[src/design/tga_pkg.sv]
// Package for the Targa run-length pixel decoder: formats, register indexes,
// request kinds and the word passed from front to back end. No dependencies.
`timescale 1ns / 1ps
package tga_pkg;
   localparam int PALETTE_DEPTH = 256;
   localparam int PAL_AW = (PALETTE_DEPTH > 1) ? $clog2(PALETTE_DEPTH) : 1;
   localparam int QUEUE_DEPTH = 2;

   localparam logic [2:0] FMT_INDEX8  = 3'd0;
   localparam logic [2:0] FMT_RGB555  = 3'd1;
   localparam logic [2:0] FMT_BGR24   = 3'd2;
   localparam logic [2:0] FMT_BGRA32  = 3'd3;
   localparam logic [2:0] FMT_GRAY8   = 3'd4;
   localparam logic [2:0] FMT_GRAY16  = 3'd5;

   localparam logic [1:0] REG_PIXEL_FORMAT = 2'd0;
   localparam logic [1:0] REG_RUN_LENGTH   = 2'd1;
   localparam logic [1:0] REG_TOTAL_PIXELS = 2'd2;

   localparam logic REQ_STREAM  = 1'b0;
   localparam logic REQ_PALETTE = 1'b1;

   // One assembled pixel handed to the back end.
   typedef struct packed {
      logic [2:0]  fmt;
      logic [31:0] bytes;     // byte k at bits 8k+7:8k
      logic [7:0]  reps;
      logic        done;
   } pix_word_type;
endpackage

[src/design/tga_front.sv]
// Front end: packet headers, byte gathering, repeat clamping and pixel count.
// Depends on tga_pkg.
`timescale 1ns / 1ps
module tga_front (
   input  logic                  clock,
   input  logic                  reset,
   input  logic                  byte_valid,
   input  logic [7:0]            byte_data,
   input  logic [2:0]            pixel_format,
   input  logic                  run_length_coded,
   input  logic [31:0]           total_pixels,
   input  logic                  restart,
   output logic                  pix_valid,
   output tga_pkg::pix_word_type pix_word
);
   logic        in_packet_ff, in_packet_in;
   logic        is_run_ff, is_run_in;
   logic [7:0]  left_ff, left_in;
   logic [1:0]  pos_ff, pos_in;
   logic [23:0] gath_ff, gath_in;
   logic [31:0] remain_ff, remain_in;
   logic        loaded_ff, loaded_in;
   logic [2:0]  need;
   logic [31:0] remain_now;
   logic [7:0]  reps;
   logic [7:0]  left_next;
   logic [31:0] bytes;

   always_comb begin
      case (pixel_format)
         tga_pkg::FMT_RGB555: need = 3'd2;
         tga_pkg::FMT_BGR24:  need = 3'd3;
         tga_pkg::FMT_BGRA32: need = 3'd4;
         tga_pkg::FMT_GRAY16: need = 3'd2;
         default:             need = 3'd1;
      endcase
   end

   always_comb begin
      in_packet_in = in_packet_ff;
      is_run_in    = is_run_ff;
      left_in      = left_ff;
      pos_in       = pos_ff;
      gath_in      = gath_ff;
      remain_in    = remain_ff;
      loaded_in    = loaded_ff;
      pix_valid    = 1'b0;
      reps         = 8'd1;
      left_next    = left_ff;
      remain_now   = loaded_ff ? remain_ff : total_pixels;
      bytes        = {gath_ff[7:0], gath_ff};
      case (pos_ff)
         2'd0: bytes[7:0]   = byte_data;
         2'd1: bytes[15:8]  = byte_data;
         2'd2: bytes[23:16] = byte_data;
         default: bytes[31:24] = byte_data;
      endcase
      if (restart) begin
         in_packet_in = 1'b0; is_run_in = 1'b0; left_in = 8'd0; pos_in = 2'd0;
         gath_in = 24'd0; remain_in = 32'd0; loaded_in = 1'b0;
      end else if (byte_valid && pixel_format <= tga_pkg::FMT_GRAY16) begin
         loaded_in = 1'b1;
         remain_in = remain_now;
         if (remain_now != 32'd0) begin
            if (run_length_coded && !in_packet_ff) begin
               is_run_in    = byte_data[7];
               left_in      = {1'b0, byte_data[6:0]} + 8'd1;
               in_packet_in = 1'b1;
               pos_in       = 2'd0;
               gath_in      = 24'd0;
            end else if ({1'b0, pos_ff} + 3'd1 < need) begin
               gath_in = bytes[23:0];
               pos_in  = pos_ff + 2'd1;
            end else begin
               pos_in  = 2'd0;
               gath_in = 24'd0;
               if (run_length_coded) begin
                  if (is_run_ff) begin
                     reps = left_ff; left_next = 8'd0;
                  end else if (left_ff != 8'd0) begin
                     left_next = left_ff - 8'd1;
                  end
                  left_in = left_next;
                  if (left_next == 8'd0) in_packet_in = 1'b0;
               end
               if (reps == 8'd0) reps = 8'd1;
               if ({24'd0, reps} > remain_now) reps = remain_now[7:0];
               remain_in = remain_now - {24'd0, reps};
               pix_valid = 1'b1;
            end
         end
      end
      pix_word.fmt   = pixel_format;
      pix_word.bytes = bytes;
      pix_word.reps  = reps;
      pix_word.done  = (remain_in == 32'd0);
   end

   always_ff @(posedge clock) begin
      if (reset) begin
         in_packet_ff <= 1'b0; is_run_ff <= 1'b0; left_ff <= 8'd0; pos_ff <= 2'd0;
         gath_ff <= 24'd0; remain_ff <= 32'd0; loaded_ff <= 1'b0;
      end else begin
         in_packet_ff <= in_packet_in; is_run_ff <= is_run_in; left_ff <= left_in;
         pos_ff <= pos_in; gath_ff <= gath_in; remain_ff <= remain_in;
         loaded_ff <= loaded_in;
      end
   end
endmodule

[config.mk]
export PLATFORM = sky130hd
export DESIGN_NAME = tga_front
export DESIGN_NICKNAME = d
export VERILOG_FILES = /design/src/design/tga_pkg.sv /design/src/design/tga_front.sv
export SDC_FILE = /design/constraint.sdc
export NUM_CORES = 1
export LEC_CHECK = 0
export BUFFER_PORTS_ARGS = -buffer_cell sky130_fd_sc_hd__buf_2
export CELL_PAD_IN_SITES_DETAIL_PLACEMENT = 1
export CELL_PAD_IN_SITES_GLOBAL_PLACEMENT = 2
export CORE_MARGIN = 4
export CORE_UTILIZATION = 34
export DETAILED_ROUTE_END_ITERATION = 12
export PLACE_DENSITY = 0.85
export SYNTH_ARGS = -nofsm -noshare
export SYNTH_HDL_FRONTEND = slang
export SYNTH_SLANG_ARGS = --single-unit
[constraint.sdc]
create_clock -name clock -period 9.52 [get_ports clock]
set_input_delay 0.952 -clock clock [delete_from_list [all_inputs] [get_ports clock]]
set_output_delay 0.952 -clock clock [all_outputs]
set_load 0.01 [all_outputs]
==> metrics.cfg, run 1 <==
[finish]
fin_area_sq_um = 6974
nFillCells = 2172
nNetsFinal = 916
drive_gt1_share_pct = 19.91
n_antenna_cell = 0
area_growth_pct = 14.79

[die]
rows = 48
core_area_sq_um = 17420
die_area_sq_um = 20070
die_width_um = 141.7
ioPinCount = 93
die-height_um = 141.7
initial_core_util_pct = 34.89

[critical_path]
required_ns = 8.57
start_kind = register
critPathArrivalTime_ns = 7.75
critPathSlowestCell = a211oi_1
crit_chain = buf_4 > or4_1 > a222oi_1 > and3_1 > o311ai_0 > nor2_1 > buf_4 > mux2i_1 > ha_1 > inv_1 > fa_1 > a21o_1 > a221oi_1 > o21ai_0 > a211oi_1 > nor2_1 > a31o_1 > a2111oi_0 > nand4_1 > nor4b_1 > o211a_1 > buf_2
cp-end-kind = output port
crit_type = register to output port
critical_path.max_stage_delay_ns = 0.75
worstPathMaxFanout = 41

[power_and_ir_drop]
ir_drop_v = 0.0001087
fin_total_pwr_uw = 839.0
power.leakage_nw = 2.752
power_density_nw_per_um2 = 120.3

[global_routing]
grt_usage_pct = 20.74
grt_pass1_wl_um = 33870
grt_use_met3_pct = 4.011
grt-ovfl-total = 0
grt_start_max_net_pins = 53
top_usage_layer = met2
grtUsageMet1_pct = 26.01
use_met2_pct = 35.97
grt_pass1_vias = 6342
antenna_found_initial = 0

[yosys]
synthFlopType = dfxtp_1
avgSynthCellArea_sq_um = 7.810
netlist_instances = 778
synth_edf_count = 0
syn_nets = 854
synth_seq_area_share_pct = 22.73
synth.distinct_cells = 78
netlist_area_sq_um = 6076
synth_warnings = 0
synthArstFlopShare_pct = 0
ys_ff_latch = 69

[clock_tree]
post_cts_resized = 0
cts_buffers = 9
cts_num_sinks = 69
cts-root-buf = clkbuf_16
hold_buffers = 0
cts_setup_buffers = 0
cts_tree = done
clkLatencyLatePin_ns = 0.34
clock_path_buffers = 2
cts_max_level = 3
clk_pin_slew_ns = 0.06

[run_status]
status = completed

[routing]
viasPerCell = 5.795
ant_nets = 0
routedWlPerCell_um = 19.61
wl_um = 20970
first_iter_violations = 334
drc = 0
via_count = 6195
first_pass_iters = 8

[sta]
setup_viol = 0
setup_tns_ns = 0
slew_headroom_pct = 42.75
slew_viol_final = 0
worst_pin_slew_ns = 0.8571
rsz0062_at_grt = false
timing.hold.ws_ns = 0.5053
period_needed_ns = 8.706
max_freq_mhz = 114.9
skew_ns = 0.006232
setup_ws_ns = 0.8135
fin_crit_sh_pct = 91.45
hold_viol = 0

[placement]
place_ws_ns = 1.101
io_buffers = 92
placed_area_sq_um = 6683
gp_congestion = 0.8761
place_hpwl_um = 15270

[job]
drv_cap = 0

[min_path]
hp-class = register to register

final timing paths:
path	to	slack, ns	start	depth (start not counted)
max	pix_word[0]	0.81	loaded_ff	22
min	remain_ff[1]	0.51	remain_ff[1]	2
max reg2reg	remain_ff[26]	2.75	loaded_ff	19
min reg2reg	remain_ff[1]	0.51	remain_ff[1]	2
cells in the mapped netlist (4+ instances only):
master	n	area [sq um]
buf_4	4	30.03
nand4_1	4	25.02
or4_1	4	30.03
or3_1	9	56.30
nor3b_1	10	75.07
o221ai_1	7	61.31
ha_1	27	337.8
buf_6	4	45.04
nor2_1	105	394.1
o21ai_0	28	140.1
a211oi_1	11	82.58
dfxtp_1	69	1381
a41oi_1	26	227.7
nor3_1	26	130.1
nand3_1	19	95.09
a221oi_1	9	78.83
mux2_2	38	427.9
clkbuf_1	40	150.1
xor2_1	16	140.1
and3_1	15	93.84
nor2b_1	32	200.2
xnor2_1	17	148.9
o21a_1	8	60.06
nand2_1	55	206.5
nor4_1	11	68.82
a21o_1	4	30.03
mux2i_1	31	310.3
a21oi_1	36	180.2
nor4b_1	7	61.31
inv_1	18	67.56
o22ai_1	6	37.54
nand2b_1	6	37.54
a22oi_1	4	30.03
critical path, delay by kind of cell, from the launching register on:
| family | cells | cell delay (ns) |
|---|---|---|
| DFF | 1 | 0.58 |
| and+or+nand+nor | 6 | 1.85 |
| buffers and inverters | 4 | 0.71 |
| adders and majority gates | 2 | 0.61 |
| muxes | 1 | 0.30 |
| AOI/OAI and AO/OA | 9 | 3.34 |
cell type report:
| class | count | area [sq um] | share of cell area, % |
|---|---|---|---|
| multi-input combinational | 637 | 4393 | 62.99 |
| sequential | 69 | 1383 | 19.82 |
| timing repair buffer | 105 | 558.0 | 8.001 |
| tap | 225 | 281.5 | 4.037 |
| clock buffer | 11 | 242.7 | 3.480 |
| inverter | 18 | 67.56 | 0.9688 |
| clock inverter | 4 | 48.80 | 0.6997 |
report_power, final:
part | total, mW | internal [mW] | switching (mW) | leakage (nW)
clock | 0.341 | 0.208 | 0.133 | 0.145
sequential | 0.306 | 0.295 | 0.0106 | 0.559
combinational | 0.192 | 0.0692 | 0.123 | 2.05
total | 0.839 | 0.573 | 0.266 | 2.75
stage by stage:
stage               utilization (%)  std cells
floorplan                         -        778
global placement              38.37       1054
detailed placement            38.37       1054
CTS                           40.04       1069
global route                  40.04       1069
finish                        40.04       1069
state kept, by name (all words and copies together) (netlist names):
register,flops
remain_ff,32
gath_ff,24
left_ff,8
pos_ff,2
in_packet_ff,1
is_run_ff,1
loaded_ff,1
logic make-up (layout without fill, tap and decap cells):
group	Yosys count	in the layout	synth area share, %
fa+ha+maj	28	28	5.890
flops	69	69	22.73
simple gates	322	322	27.14
xor+xnor	33	33	4.757
buf+inv	72	138	5.251
compound gates	184	184	21.89
mux	70	70	12.34
placed cells by master, fill, tap and decap left out, drive strengths merged, types with 15 or more instances in the layout:
cell type / instances
dfxtp: 69
nor2: 105
nor3: 26
mux2: 39
and3: 15
inv: 18
nor2b: 32
mux2i: 31
o21ai: 30
nand2: 55
ha: 27
a21oi: 37
xor2: 16
nand3: 19
a41oi: 26
xnor2: 17
buf: 105
metal layers:
layer	up-vias	part of all wire (%)	routed length (um)
li1	3012	-	-
met5	-	0	0
met3	25	4.1	869
met2	117	49	10290
met4	0	1.9	399
met1	3041	45	9405
Power figures use the tool's default switching activity.
==> run 2: changes to the inputs <==
CELL_PAD_IN_SITES_GLOBAL_PLACEMENT = 1   (was 2)
CORE_UTILIZATION = 43   (was 34)
==> metrics.cfg, run 2 (synthesized netlist as in run 1, its figures left out) <==
[run_status]
status = completed

[global_routing]
antenna_found_initial = 0
grt_start_max_net_pins = 53
grt_pass1_vias = 6550
top_usage_layer = met2
use_met2_pct = 42.68
grt_use_met3_pct = 3.621
grt_pass1_wl_um = 33730
grt-ovfl-total = 0
grt_usage_pct = 25.43
grtUsageMet1_pct = 32.26

[clock_tree]
cts_num_sinks = 69
clock_path_buffers = 2
hold_buffers = 0
clk_pin_slew_ns = 0.06
cts_tree = done
cts-root-buf = clkbuf_16
cts_max_level = 3
cts_buffers = 9
cts_setup_buffers = 0
post_cts_resized = 0
clkLatencyLatePin_ns = 0.35

[die]
rows = 43
die_width_um = 126.9
core_area_sq_um = 13880
initial_core_util_pct = 43.77
ioPinCount = 93
die_area_sq_um = 16100
die-height_um = 126.9

[sta]
hold_viol = 0
fin_crit_sh_pct = 89.83
setup_tns_ns = 0
rsz0062_at_grt = false
skew_ns = 0.008037
worst_pin_slew_ns = 1.037
timing.hold.ws_ns = 0.5047
setup_viol = 0
period_needed_ns = 8.551
slew_viol_final = 0
slew_headroom_pct = 30.59
max_freq_mhz = 116.9

[critical_path]
regToRegStartpoint = loaded_ff
crit_type = register to output port
reg2reg_to = remain_ff[26]
critical_path.max_stage_delay_ns = 0.77
start_kind = register
r2r_cells = 24
r2r_slack_ns = 2.78
cp-end-kind = output port
critPathArrivalTime_ns = 7.60
cpMostUsedCell = o21ai_0
required_ns = 8.57
critPathSlowestCell = a211oi_1
worstPathMaxFanout = 30

[finish]
layout_commonest_cell = nor2_1
final_cells = 1023
largest_reg_flops = 32
drive_gt1_share_pct = 19.93
layout_common_cells = 105 x nor2_1, 92 x buf_2, 68 x dfxtp_1, 55 x nand2_1, 38 x mux2_2
top_regs = remain_ff (32), gath_ff (24), left_ff (8)
regMostFlops = remain_ff
n_antenna_cell = 0
nNetsFinal = 914
area_growth_pct = 13.36

[power_and_ir_drop]
ir_drop_v = 0.00007594
fin_total_pwr_uw = 820.2
power.leakage_nw = 2.729
power_density_nw_per_um2 = 119.1

[placement]
dp_cells = 1007
gp_congestion = 0.8931
place_hpwl_um = 14950
io_buffers = 92

[routing]
viasPerCell = 6.234
first_pass_iters = 5
routedWlPerCell_um = 20.05
ant_nets = 0
first_iter_violations = 376
via_count = 6377
drc = 0
wl_um = 20510

[min_path]
min_from = remain_ff[1]
worstHoldEndpoint = remain_ff[1]
hold-path-cell-count = 2
hp-class = register to register

[job]
drv_cap = 0

## run 2: cell count changes in the layout (fill, tap and decap cells not counted), sizes merged
cell,previous run,this run
bufinv,1,0
clkinvlp,0,2
clkbuf,11,9
clkinv,3,4
inv,18,19
buf,105,103
## run 2: worst max-delay path: cells and delay by family (launching register included)
| kind | cells | cell delay (ns) |
|---|---|---|
| AOI/OAI and AO/OA | 12 | 3.30 |
| adders and majority gates | 3 | 0.93 |
| buffers and inverters | 4 | 0.76 |
| DFF | 1 | 0.72 |
| muxes | 2 | 0.64 |
| and+or+nand+nor | 6 | 0.89 |
## run 2: worst max path at each step
stage                     start  slack, ns          end
3_5_place_dp   total_pixels[17]       1.23  pix_word[0]
6_report              loaded_ff       0.97  pix_word[0]
2_1_floorplan         loaded_ff       1.89  pix_word[0]
5_1_grt               loaded_ff       0.30  pix_word[0]
4_1_cts               loaded_ff       0.97  pix_word[0]
3_3_place_gp   total_pixels[17]       1.47  pix_word[0]
## run 2: where the power goes
part           leakage, nW  internal, mW  total (mW)  switching, mW
logic                 2.04        0.0685       0.192          0.124
registers            0.559         0.295       0.305        0.00979
clock network        0.132         0.177       0.323          0.146
## run 2: final cells by class
type / instances / area [sq um]
clock buffers: 9 / 225.2
flip-flops and latches: 69 / 1383
inverters: 18 / 67.56
clock inverters: 7 / 51.30
fillers: 1747 / 6993
repair buffers: 103 / 543.0
well taps: 180 / 225.2
multi-input cells: 637 / 4393
## run 2: per-layer routing
| layer | routed length, um | share of wire (%) |
|---|---|---|
| met5 | 0 | 0 |
| met4 | 733 | 3.6 |
| met3 | 937 | 4.6 |
| met2 | 10040 | 49 |
| met1 | 8803 | 43 |
## run 2: per-stage QoR
step	setup slack [ns]	utilization, %	cell area, sq um
final	0.9686	49.62	6888
after global routing	0.2979	49.62	6888
after CTS	0.9723	49.62	6888
after detailed placement	1.233	47.63	6611
after global placement	1.468	47.63	6611
after floorplan	1.889	-	6076
